**config.mk**
```make
export PLATFORM = sky130hd
export DESIGN_NAME = smwq_cell
export DESIGN_NICKNAME = d
export VERILOG_FILES = /design/src/rtl/core/smwq_pkg.sv /design/src/rtl/core/smwq_cell.sv
export SDC_FILE = /design/constraint.sdc
export NUM_CORES = 1
export LEC_CHECK = 0
export BUFFER_PORTS_ARGS = -buffer_cell sky130_fd_sc_hd__buf_4
export CAP_MARGIN = 20
export CORE_MARGIN = 10
export CORE_UTILIZATION = 44
export DETAILED_ROUTE_END_ITERATION = 8
export PLACE_DENSITY = 0.93
export SLEW_MARGIN = 10
export SYNTH_ARGS = -nofsm -noshare
export SYNTH_HDL_FRONTEND = slang
export SYNTH_SLANG_ARGS = --single-unit
export TNS_END_PERCENT = 50
```
**constraint.sdc**
```tcl
create_clock -name clk -period 5.11 [get_ports clk]
set_clock_uncertainty 0.05 [all_clocks]
set_input_delay 0.7665 -clock clk [delete_from_list [all_inputs] [get_ports clk]]
set_output_delay 0.7665 -clock clk [all_outputs]
set_load 0.005 [all_outputs]
```
**src/rtl/core/smwq_pkg.sv**
```systemverilog
`timescale 1ns / 1ps
package smwq_pkg;

	localparam int ID_W    = 16;
	localparam int COUNT_W = 7;

	localparam logic CMD_PUSH = 1'b0;
	localparam logic CMD_TAKE = 1'b1;

	typedef struct packed {
		logic            command;
		logic [ID_W-1:0] state_id;
		logic [ID_W-1:0] visit_id;
		logic [ID_W-1:0] avoid_id;
	} smwq_item_t;

	typedef struct packed {
		logic               found;
		logic [ID_W-1:0]    taken_state;
		logic [ID_W-1:0]    taken_visit;
		logic               overflow;
		logic [COUNT_W-1:0] entry_count;
	} smwq_result_t;

	typedef struct packed {
		logic [ID_W-1:0] state_id;
		logic [ID_W-1:0] visit_id;
	} smwq_entry_t;

	typedef struct packed {
		logic            push;
		logic            take_start;
		logic            shift;
		logic [ID_W-1:0] avoid_id;
		smwq_entry_t     push_entry;
	} smwq_cell_ctl_t;

	typedef struct packed {
		logic hit;
		logic stop;
	} smwq_cell_stat_t;

	typedef enum logic {
		SMWQ_IDLE,
		SMWQ_SCAN
	} smwq_state_t;

endpackage

```
**src/rtl/core/smwq_cell.sv**
```systemverilog
`timescale 1ns / 1ps
module smwq_cell (
	input  logic                     clk,
	input  logic                     arst_n,
	input  smwq_pkg::smwq_cell_ctl_t ctl,
	input  logic                     prev_valid,
	input  logic                     next_valid,
	input  smwq_pkg::smwq_entry_t    next_entry,
	input  logic                     token_in,
	output logic                     valid,
	output smwq_pkg::smwq_entry_t    entry,
	output logic                     token_out,
	output smwq_pkg::smwq_cell_stat_t stat
);
	import smwq_pkg::*;

	logic        valid_q;
	logic        tok_q;
	logic        ahead_q;
	smwq_entry_t entry_q;
	logic        match;

	assign match     = (entry_q.state_id == ctl.avoid_id);
	assign token_out = tok_q & valid_q & match;
	assign stat.hit  = tok_q & valid_q & ~match;
	assign stat.stop = tok_q & ~valid_q;
	assign valid     = valid_q;
	assign entry     = entry_q;

	always_ff @(posedge clk or negedge arst_n) begin
		if (!arst_n) begin
			valid_q <= 1'b0;
			tok_q   <= 1'b0;
			ahead_q <= 1'b0;
		end else begin
			tok_q <= token_in;
			if (ctl.take_start) begin
				ahead_q <= 1'b1;
			end else if (tok_q) begin
				ahead_q <= 1'b0;
			end
			if (ctl.push && !valid_q && prev_valid) begin
				valid_q <= 1'b1;
			end else if (ctl.shift && ahead_q) begin
				valid_q <= next_valid;
			end
		end
	end

	always_ff @(posedge clk) begin
		if (ctl.push && !valid_q && prev_valid) begin
			entry_q <= ctl.push_entry;
		end else if (ctl.shift && ahead_q) begin
			entry_q <= next_entry;
		end
	end

endmodule

```
=== After elaboration in Yosys (flattened, before gate mapping) ===
Cells that the tools add are included.

* $add $sub $neg: 0
* $mul: 0
* Div/mod/pow operators: 0
* Magnitude comparators: 0
* Equality and inequality tests: 1
* Shifts and indexed selects: 0
* Mux-type cells: 6
* Bitwise operators: 6
* Reduce and logical (&&, ||, !) cells: 6

{| class="wikitable"
|+ Operators by type and width
! operator !! number
|-
| $mux W32 || 2
|-
| $eq A16 B16 Y1 || 1
|-
| $and A1 B1 Y1 || 4
|-
| $mux W1 || 4
|-
| $reduce_bool A2 Y1 || 2
|-
| $logic_and A1 B1 Y1 || 3
|-
| $not A1 Y1 || 2
|-
| $logic_not A1 Y1 || 1
|}

* Register bits: 35
* Latch bits: 0
* Bits in writable memories: 0
* Bits in read-only memories: 0
* Bits of input ports: 88
* Output and inout bits: 36
* Word-level logic and storage cells: 24
* Memories: 0

=== Logic depth before layout (Yosys ltp) ===
Gate-level depths: netlist of run 1.

* Depth in word-level cells: 4
* Gate-level depth with buffers: 4
* Mapped depth without buffers: 4

=== Least setup slack after synthesis of run 1 ===
No wires, ideal clock.

* Path type: input port to output port
* Start: input port ctl[46] (netlist bit)
* End: output port token_out
* Arrival: 1.486 ns
* Data required time: 4.293 ns
* Path slack: 2.808 ns
* Cell stages on the path: 4
* Path buffers: 0
* Path through: xnor2_1 > nand4_1 > nor4_2 > and3_1

* Longest elaborated chain between the ends: 2

{| class="wikitable"
|+ Ends and longest elaborated chain
! what !! line !! RTL
|-
| start, declared || smwq_cell.sv:5 || <nowiki>input smwq_pkg::smwq_cell_ctl_t ctl,</nowiki>
|-
| $eq A16 B16 Y1 || smwq_cell.sv:23 || <nowiki>assign match = (entry_q.state_id == ctl.avoid_id);</nowiki>
|-
| $and A1 B1 Y1 || smwq_cell.sv:24 || <nowiki>assign token_out = tok_q & valid_q & match;</nowiki>
|-
| end, declared || smwq_cell.sv:12 || <nowiki>output logic token_out,</nowiki>
|}

Every way passes these cells.

=== Worst setup path in the final report of run 1 ===
Ends and elaborated chain as after synthesis.

==> impl_results.md, run 1 <==
- Worst setup SP type: primary input
- Critical Path Sink Type: primary output
- R2R depth: 3
- Clock latency on the worst-skew pair: 280 ps
- Crit path kind: primary input to primary output
- I/O Buffers: 123
- CP Max Fanout: 2
- Fillers: ~280
- Core area: 3970 um2
- Post-Synthesis Cells: 103
- Post-Place Worst Slack: 2320 ps
- I/O Pins: 124
- CTS H-tree depth: 2
- Hold Path Class: primary input to asynchronous set/reset pin
- DRC Markers: 0
- Routed WL: 5200 um
- Clock transition at path regs: 70 ps
- CTS tree: yes
- Maximum clock path buffer count: 2
- Post-DP Area: 2740 um2
- Post-CTS Setup Bufs: 0
- Rows: 23
- Fmax: ~0.36 GHz
- Initial antenna violation count: 0
- Non-filler cells, final: 282
- Placed cell count: 274
- Gates resized, CTS repair: 0
- CTS root buf: clkbuf_8
- Post-route setup slack: 2310 ps
- M2 GR Usage: a little over a quarter
- Nets@finish: 319
- Num Clock Sinks: 35
- Fin crit period: 2800 ps
- Number of DRC markers in iteration 0: 49
- Cts bufs inserted: 5
- Die W: 83.7 um
- Setup violators final: 0
- Slew @ Worst Pin: 625 ps
- Total GRT Usage: 14.1%
- Hold_buf cts: 0
- Multi-input logic area: 709 um2
- Overall Power: 797 uW
- Global-route wire length before repair: a little under 8000 um
- GRT busiest layer: met2
- Post-route cell area: 2860 um2
- Overflow after GRT: 0
- M3 GR Usage: 6.45%
- Die Y: 83.7 um
- Worst slew margin: 58.3%
- P&R area growth vs syn: 60.4%
- Period utilization: 54.8%
- Mapped cell area: approximately 1800 um2
- Reg-to-reg setup timing slack: 2670 ps
- DR vias: 1340
- Vias per std cell: 4.75
- Hpwl dp: 4530 um
- Mapped Nets: 191
- Max-cap violations: 0
- RSZ-0062 raised after global routing: false
- Mapped Avg Cell Area: 17.3 um2
- Drt first pass iters: 4
- Seq cells post-synth: 35
- WL per Instance: 18.5 um
- Power Dens Cells: roughly 280 nW/um2
- Vias in the first global route: between 1500 and 2000
- Placer Congestion: 0.751
- Final Max Slew Viols: 0
- Setup TNS: 0 ps
- Crit path DAT: 1980 ps
- Detail Route Antenna Nets: 0
- Worst EP required: 4290 ps
- Share of cells above drive strength 1: 71.6%
- # diodes: 0
- Die area: 7000 um2
- Initial core utilization: 44.9%
- Worst IR drop on VDD: around 0.23 mV
- Met1 Use GR: 12.0%
- Fin. Hold Viols: 0
- Yosys cell types: 15
- Leakage power: 0.00137 uW
- Pin count of the biggest net entering global routing: 35
- FF/Latch Area: approximately 1000 um2
- Yosys warns: 0
- Post-synthesis sequential area ratio: 58.1%
- Status: completed
## critical path: stages
cell and delay, ps:
buf_4 120, xnor2_1 170, nand4_1 170, nor4_2 440
and3_1 210, buf_4 110
## report_power, final
part	internal (uW)	leakage, uW	switching, uW
logic	121	0.000965	59.1
registers	348	0.000343	15.3
clock network	158	0.0000612	96.1
## synthesized netlist by cell type
cell | number | share of area [%]
a21o_1 | 1 | 0.42
and3_1 | 1 | 0.35
buf_6 | 3 | 1.9
dfrtp_1 | 3 | 4.2
edfxtp_1 | 32 | 54
inv_1 | 1 | 0.21
mux2_2 | 4 | 2.5
mux2_4 | 28 | 24
nand2_1 | 4 | 0.84
nand3_1 | 2 | 0.56
nand3b_4 | 1 | 1.1
nand4_1 | 4 | 1.4
nor2_1 | 2 | 0.42
nor4_2 | 1 | 0.70
xnor2_1 | 16 | 7.9
## routing by layer
metal  vias to the layer above  share of wire [%]
li1                        639                  -
met1                       625                 31
met2                        68                 57
met3                         8                9.4
met4                         0                2.2
met5                         -                  0
## cell families (layout without fill, tap and decap cells)
| family | count (synthesis) | count (layout) | share of synthesized area [%] |
|---|---|---|---|
| XOR/XNOR | 16 | 16 | 7.86 |
| flip-flops | 35 | 35 | 58.1 |
| AO/OA/AOI/OAI | 1 | 1 | 0.421 |
| AND/OR/NAND/NOR | 15 | 15 | 5.40 |
| multiplexers | 32 | 32 | 26.1 |
| buffers and inverters | 4 | 133 | 2.10 |
## final cells by class
type	count	area share (%)
clock buffers	6	2.89
well taps	50	2.19
multi-input cells	64	24.8
clock inverters	2	1.22
flip-flops and latches	35	36.2
inverters	1	0.131
repair buffers	124	32.5
## path summary, 6_finish.rpt
check                        start        end
setup / recovery           ctl[46]  token_out
hold / removal              arst_n      tok_q
setup reg to reg             valid  entry[27]
hold reg to reg            ahead_q    ahead_q
max in group asynchronous   arst_n      valid
min in group clk           ahead_q    ahead_q
## placed cells by master (no fill, tap or decap)
cell	instances
nand4_1	4
nor2_1	2
mux2_4	28
mux2_2	4
buf_4	124
bufinv_16	1
a21o_1	1
nand3_1	2
nor4_2	1
clkinv_2	1
xnor2_1	16
nand2_1	4
edfxtp_1	32
dfrtp_1	3
clkbuf_8	6
inv_1	1
and3_1	1
nand3b_4	1
## metrics by stage
stage	hold slack [ps]	util, %
after floorplan	421	-
after detailed placement	463	69.1
after global placement	445	69.1
final	209	72.0
after CTS	203	72.0
after global routing	195	72.0
## registers in the layout (all words and copies together), names as in the netlist
register / flops
entry: 32
ahead_q: 1
tok_q: 1
valid: 1
No activity file was read; power rests on OpenSTA's default activity.
==> run 2, diff against run 1 <==
Settings changed: CORE_UTILIZATION 44 to 41, PLACE_DENSITY 0.93 to 0.88.
Clock period 5.11 ns to 2.7 ns, I/O delays scaled along.
==> run 2 against run 1 <==
Against the previous run: register-to-register slack got worse by 1900 ps; sequential share of layout area fell by 0.095 points; critical path depth fell by 1; worst setup slack got worse by 1700 ps; sequential power rose by 89%; sequential cell count did not move; die area rose by 5.5%; global-route usage rose by 0.40 points; clock power rose by 60%; combinational power rose by 91%; wire length rose by 6.1%.
==> impl_results.md, run 2 (synthesized netlist as in run 1, its figures left out) <==
- Met1 Use GR: 14.8% (was 12.0%)
- Core area: 4120 um2 (was 3970 um2)
- Die area: 7390 um2 (was 7000 um2)
- M2 GR Usage: 24.2% (was 27.3%)
- Max-cap violations: 0 (unchanged)
- DR vias: 1370 (was 1340)
- Routed WL: 5520 um (was 5200 um)
- Hold Path Class: primary input to flop (was primary input to asynchronous set/reset pin)
- Share of cells above drive strength 1: 71.1% (was 71.6%)
- Critical Path Sink Type: primary output (unchanged)
- Non-filler cells, final: 285 (was 282)
- Overflow after GRT: 0 (unchanged)
- CTS H-tree depth: 2 (unchanged)
- Placer Congestion: 0.764 (was 0.751)
- Power Dens Cells: 501 nW/um2 (was 279 nW/um2)
- Nets@finish: 322 (was 319)
- Multi-input logic area: 709 um2 (unchanged)
- Worst slew margin: 65.4% (was 58.3%)
- Vias per std cell: 4.81 (was 4.75)
- Post-route setup slack: 593 ps (was 2310 ps)
- Setup violators final: 0 (unchanged)
- Rows: 23 (unchanged)
- Post-Place Worst Slack: 769 ps (was 2320 ps)
- Num Clock Sinks: 35 (unchanged)
- Period utilization: 78.0%
- Worst IR drop on VDD: 0.255 mV (was 0.226 mV)
- Max FFs per register: 32 (unchanged)
- Commonest cells after routing, fill and taps aside: buf_4 (126), edfxtp_1 (32), mux2_4 (28), xnor2_1 (16), clkbuf_8 (7) (was buf_4 (124), edfxtp_1 (32), mux2_4 (28), xnor2_1 (16), clkbuf_8 (6))
- I/O Pins: 124 (unchanged)
- Pin count of the biggest net entering global routing: 24 (was 35)
- Leakage power: 0.00137 uW (about the same)
- Post-CTS Setup Bufs: 0 (unchanged)
- Crit path DAT: 1650 ps (was 1980 ps)
- DRC Markers: 0 (unchanged)
- RSZ-0062 raised after global routing: false (unchanged)
- Drt first pass iters: 4 (unchanged)
- Fillers: 303 (was 279)
- Worst-path cell chain: xnor2_1 -> nand4_1 -> nor4_2 -> and3_1 -> buf_4 (was buf_4 -> xnor2_1 -> nand4_1 -> nor4_2 -> and3_1 -> buf_4)
- Slowest CP cell: edfxtp_1 (was nor4_2)
- CTS tree: yes (unchanged)
- Fin. Hold Viols: 0 (unchanged)
- Placed cell count: 276 (was 274)
- # diodes: 0 (unchanged)
- Cts bufs inserted: 5 (unchanged)
- Total GRT Usage: 14.5% (was 14.1%)
- Die Y: 85.9 um (was 83.7 um)
- Clock transition at path regs: 70 ps (about the same)
- Most common cell after layout, fill and taps aside: buf_4 (unchanged)
- Maximum clock path buffer count: 2 (unchanged)
- Max incr delay on CP: 440 ps (about the same)
- Worst EP required: 2250 ps (was 4290 ps)
- GRT busiest layer: met2 (unchanged)
- Crit path kind: flop to primary output (was primary input to primary output)
- CP Max Fanout: 2 (unchanged)
- Final Max Slew Viols: 0 (unchanged)
- WL per Instance: 19.4 um (was 18.5 um)
- P&R area growth vs syn: 60.8% (was 60.4%)
- CTS root buf: clkbuf_8 (unchanged)
- M3 GR Usage: 8.51% (was 6.45%)
- Clock latency on the worst-skew pair: 270 ps (was 280 ps)
- I/O Buffers: 123 (unchanged)
- Status: completed (unchanged)
- Detail Route Antenna Nets: 0 (unchanged)
- Fmax: between 0.4 and 0.5 GHz
- Die W: 85.9 um (was 83.7 um)
- Vias in the first global route: 1469 (was 1546)
- Global-route wire length before repair: 8140 um (was 7800 um)
- Worst setup SP type: flop (was primary input)
- FF/Latch Area: 1040 um2 (unchanged)
- Fin crit period: 2110 ps
- Slew @ Worst Pin: 517 ps (was 625 ps)
- Initial core utilization: 43.3% (was 44.9%)
- Setup TNS: 0 ps (unchanged)
- Number of DRC markers in iteration 0: 57 (was 49)
- Initial antenna violation count: 0 (unchanged)
==> run 2: path summary, 6_finish.rpt <==
path                           start         to  slack [ps]  cells after the start
max reg2reg                    valid  entry[27]         800                      3
min reg2reg                  ahead_q    ahead_q         480                      1
max                        entry[30]  token_out         590                      5
max in group asynchronous     arst_n    ahead_q        2110                      2
min in group asynchronous     arst_n      tok_q         400                      2
min                         token_in      tok_q         190                      1
==> run 2: per-stage QoR <==
stage          util, %  cell area (um2)  total power (uW)  hold WS, ps
3_5_place_dp      67.0             2760              1050          148
2_1_floorplan        -             1780               842         59.4
5_1_grt           69.7             2870              1510          162
6_report          69.7             2870              1440          186
3_3_place_gp      67.0             2760              1040          144
4_1_cts           69.7             2870              1460          172
==> run 2: layout make-up <==
class	count	share of cell area (%)
multi-input cells	64	24.7
clock buffers	8	3.49
well taps	50	2.18
repair buffers	127	33.3
flip-flops and latches	35	36.1
inverters	1	0.131
==> run 2: repair_timing <==
action,CTS,global route
resized for setup,0,0
hold buffers,1,0
endpoints found under the hold margin,3,0
==> run 2: critical path, delay by kind of cell (launching register included) <==
kind | cells | cell delay, ps
buffers and inverters | 1 | 110
XOR/XNOR | 1 | 170
flip-flops | 1 | 440
AND/OR/NAND/NOR | 3 | 660
==> run 2: where the power goes <==
part | internal [uW] | switching [uW]
Sequential | 658 | 28.8
Combinational | 230 | 113
Clock | 233 | 174
==> run 2: metal layers <==
layer / vias to the layer above / wire (um)
li1: 647 / -
met1: 634 / 1950
met2: 85 / 2720
met3: 4 / 792
met4: 0 / 61
met5: - / 0
==> run 3, diff against run 2 <==
Settings changed: CORE_UTILIZATION 41 to 37, PLACE_DENSITY 0.88 to 0.84.
Clock period 2.7 ns to 1.7 ns, I/O delays scaled along.
==> run 3 against run 2 <==
Against the previous run: the flow now finishes with violations (setup timing); clock power grew 52%; hold slack lost 150 ps; largest power group unchanged; sequential cell count is the same.
==> impl_results.md, run 3 (synthesized netlist as in run 1, its figures left out) <==
- Status: finished with violations (was completed)
- Failing checks: setup timing
- M3 GR Usage: 9.02% (was 8.51%)
- Hold path cells: 1 (unchanged)
- Critical Path Sink Type: primary output (unchanged)
- Worst setup SP type: flop (unchanged)
- Core area: 4690 um2 (was 4120 um2)
- Overflow after GRT: 0 (unchanged)
- Setup violators final: 2 (was 0)
- Clock Power Share: 27.2% (was 28.3%)
- Switching Power: 517 uW (was 316 uW)
- Initial core utilization: 38.0% (was 43.3%)
- Clock latency on the worst-skew pair: 270 ps (about the same)
- Post-route setup slack: -281 ps (was 593 ps)
- Power Dens Cells: 778 nW/um2 (was 501 nW/um2)
- Worst slew margin: 81.8% (was 65.4%)
- M2 GR Usage: 21.3% (was 24.2%)
- Die Y: 89.4 um (was 85.9 um)
- Worst reg2reg endpoint: entry[29] (was entry[27])
- Reg-to-reg setup timing slack: 220 ps (was 800 ps)
- Hold Path Class: primary input to flop (unchanged)
- Vias in the first global route: 1580 (was 1469)
- Placed cell count: 281 (was 276)
- Fmax: 0.505 GHz
- Nets@finish: 323 (was 322)
- Maximum clock path buffer count: 2 (unchanged)
- CTS H-tree depth: 2 (unchanged)
- Fin crit period: 1980 ps
- Sequential share of power: 48.0% (was 47.8%)
- Worst EP required: 1390 ps (was 2250 ps)
- Global-route wire length before repair: 7600 um (was 8140 um)
- WL per Instance: 17.5 um (was 19.4 um)
- Net Sw Frac: 22.8% (was 22.0%)
- Slowest CP cell: edfxtp_1 (unchanged)
- Max incr delay on CP: 420 ps (was 440 ps)
- Commonest cells after routing, fill and taps aside: buf_4 (125), edfxtp_1 (32), mux2_4 (28), xnor2_1 (15), clkbuf_8 (6) (was buf_4 (126), edfxtp_1 (32), mux2_4 (28), xnor2_1 (16), clkbuf_8 (7))
- Setup TNS: -488 ps (was 0 ps)
- Crit path kind: flop to primary output (unchanged)
- Logic gate share of total power: 24.8% (was 23.9%)
- RSZ-0062 raised after global routing: true (was false)
- I/O Buffers: 123 (unchanged)
- Leakage power: 0.00140 uW (was 0.00137 uW)
- Worst IR drop on VDD: 0.443 mV (was 0.255 mV)
- Buf/Inv on CP: 1 (unchanged)
- Num Clock Sinks: 35 (unchanged)
- Die area: 8000 um2 (was 7390 um2)
- Number of DRC markers in iteration 0: 18 (was 57)
- Routed WL: 5060 um (was 5520 um)
- DR vias: 1342 (was 1370)
- CTS root buf: clkbuf_8 (unchanged)
- I/O Pins: 124 (unchanged)
- Min-delay src: token_in (unchanged)
- DRC Markers: 0 (unchanged)
- P&R area growth vs syn: 63.5% (was 60.8%)
- Fin. Hold Viols: 0 (unchanged)
- Worst Hold Path EP: tok_q (unchanged)
- Initial antenna violation count: 0 (unchanged)
- Placer Congestion: 0.750 (was 0.764)
- Total GRT Usage: 12.6% (was 14.5%)
- Clock transition at path regs: 70 ps (about the same)
- Drt first pass iters: 2 (was 4)
- Pin count of the biggest net entering global routing: 21 (was 24)
- Met1 Use GR: 11.7% (was 14.8%)
- Max FFs per register: 32 (unchanged)
- CP Max Fanout: 2 (unchanged)
- Most common cell after layout, fill and taps aside: buf_4 (unchanged)
- R2R depth: 3 (unchanged)
- Non-filler cells, final: 290 (was 285)
- Crit path DAT: 1680 ps (was 1650 ps)
- Reg2Reg Launch Point: valid (unchanged)
- Post-Place Worst Slack: -2.03 ps (was 769 ps)
- Hold Slack: 33.8 ps (was 186 ps)
- Vias per std cell: 4.63 (was 4.81)
- Internal Power: 1750 uW (was 1120 uW)
- Delay-heaviest family, CP: simple AND/OR/NAND/NOR gates (unchanged)
- Post-CTS Setup Bufs: 0 (unchanged)
- # diodes: 0 (unchanged)
- Slew @ Worst Pin: 271 ps (was 517 ps)
- Worst-path cell chain: xnor2_1 -> nand4_1 -> nor4_4 -> and3_1 -> buf_4 (was xnor2_1 -> nand4_1 -> nor4_2 -> and3_1 -> buf_4)
- Cts bufs inserted: 5 (unchanged)
- Share of cells above drive strength 1: 72.0% (was 71.1%)
- GRT busiest layer: met2 (unchanged)
- Rows: 25 (was 23)
- CTS tree: yes (unchanged)
- Final Max Slew Viols: 0 (unchanged)
- Max-cap violations: 0 (unchanged)
- Die W: 89.4 um (was 85.9 um)
- Detail Route Antenna Nets: 0 (unchanged)
- Period utilization: 117%
run 3: power groups by stage:
stage	Clock (uW)	Combinational (uW)	Sequential (uW)
floorplan	0	227	1110
global placement	0	555	1100
detailed placement	0	568	1110
CTS	636	574	1090
global route	681	608	1100
finish	617	562	1090
run 3: cell type report:
class	instances	area [um2]
inverters	1	3.75
fillers	361	1780
multi-input cells	64	728
clock buffers	7	86.3
flip-flops and latches	35	1040
clock inverters	1	5.00
well taps	54	67.6
repair buffers	128	988
run 3: worst max path at each step:
stage,cells after the start,slack [ps],start,end
6_report,5,-280,entry[30],token_out
5_1_grt,5,-380,entry[27],token_out
4_1_cts,5,-300,entry[22],token_out
3_5_place_dp,5,-2,entry[30],token_out
3_3_place_gp,5,-3,entry[30],token_out
2_1_floorplan,3,60,valid,entry[0]
run 3: per-layer routing:
layer | routed length [um] | vias up
li1 | - | 650
met1 | 1620 | 612
met2 | 2610 | 74
met3 | 766 | 6
met4 | 59 | 0
met5 | 0 | -
run 3: timing repair:
item                       4_1_cts  5_1_grt
setup endpoints to repair        2        2
resized for setup                1        1
pin swaps                        2        1
hold buffers                     1        0
hold endpoints to repair         3        0
run 3: metrics by stage:
stage	instance area, um2	total power (uW)	utilization (%)
finish	2920	2270	62.1
global route	2920	2390	62.1
CTS	2910	2300	62.0
detailed placement	2800	1670	59.6
global placement	2800	1660	59.6
floorplan	1790	1340	-
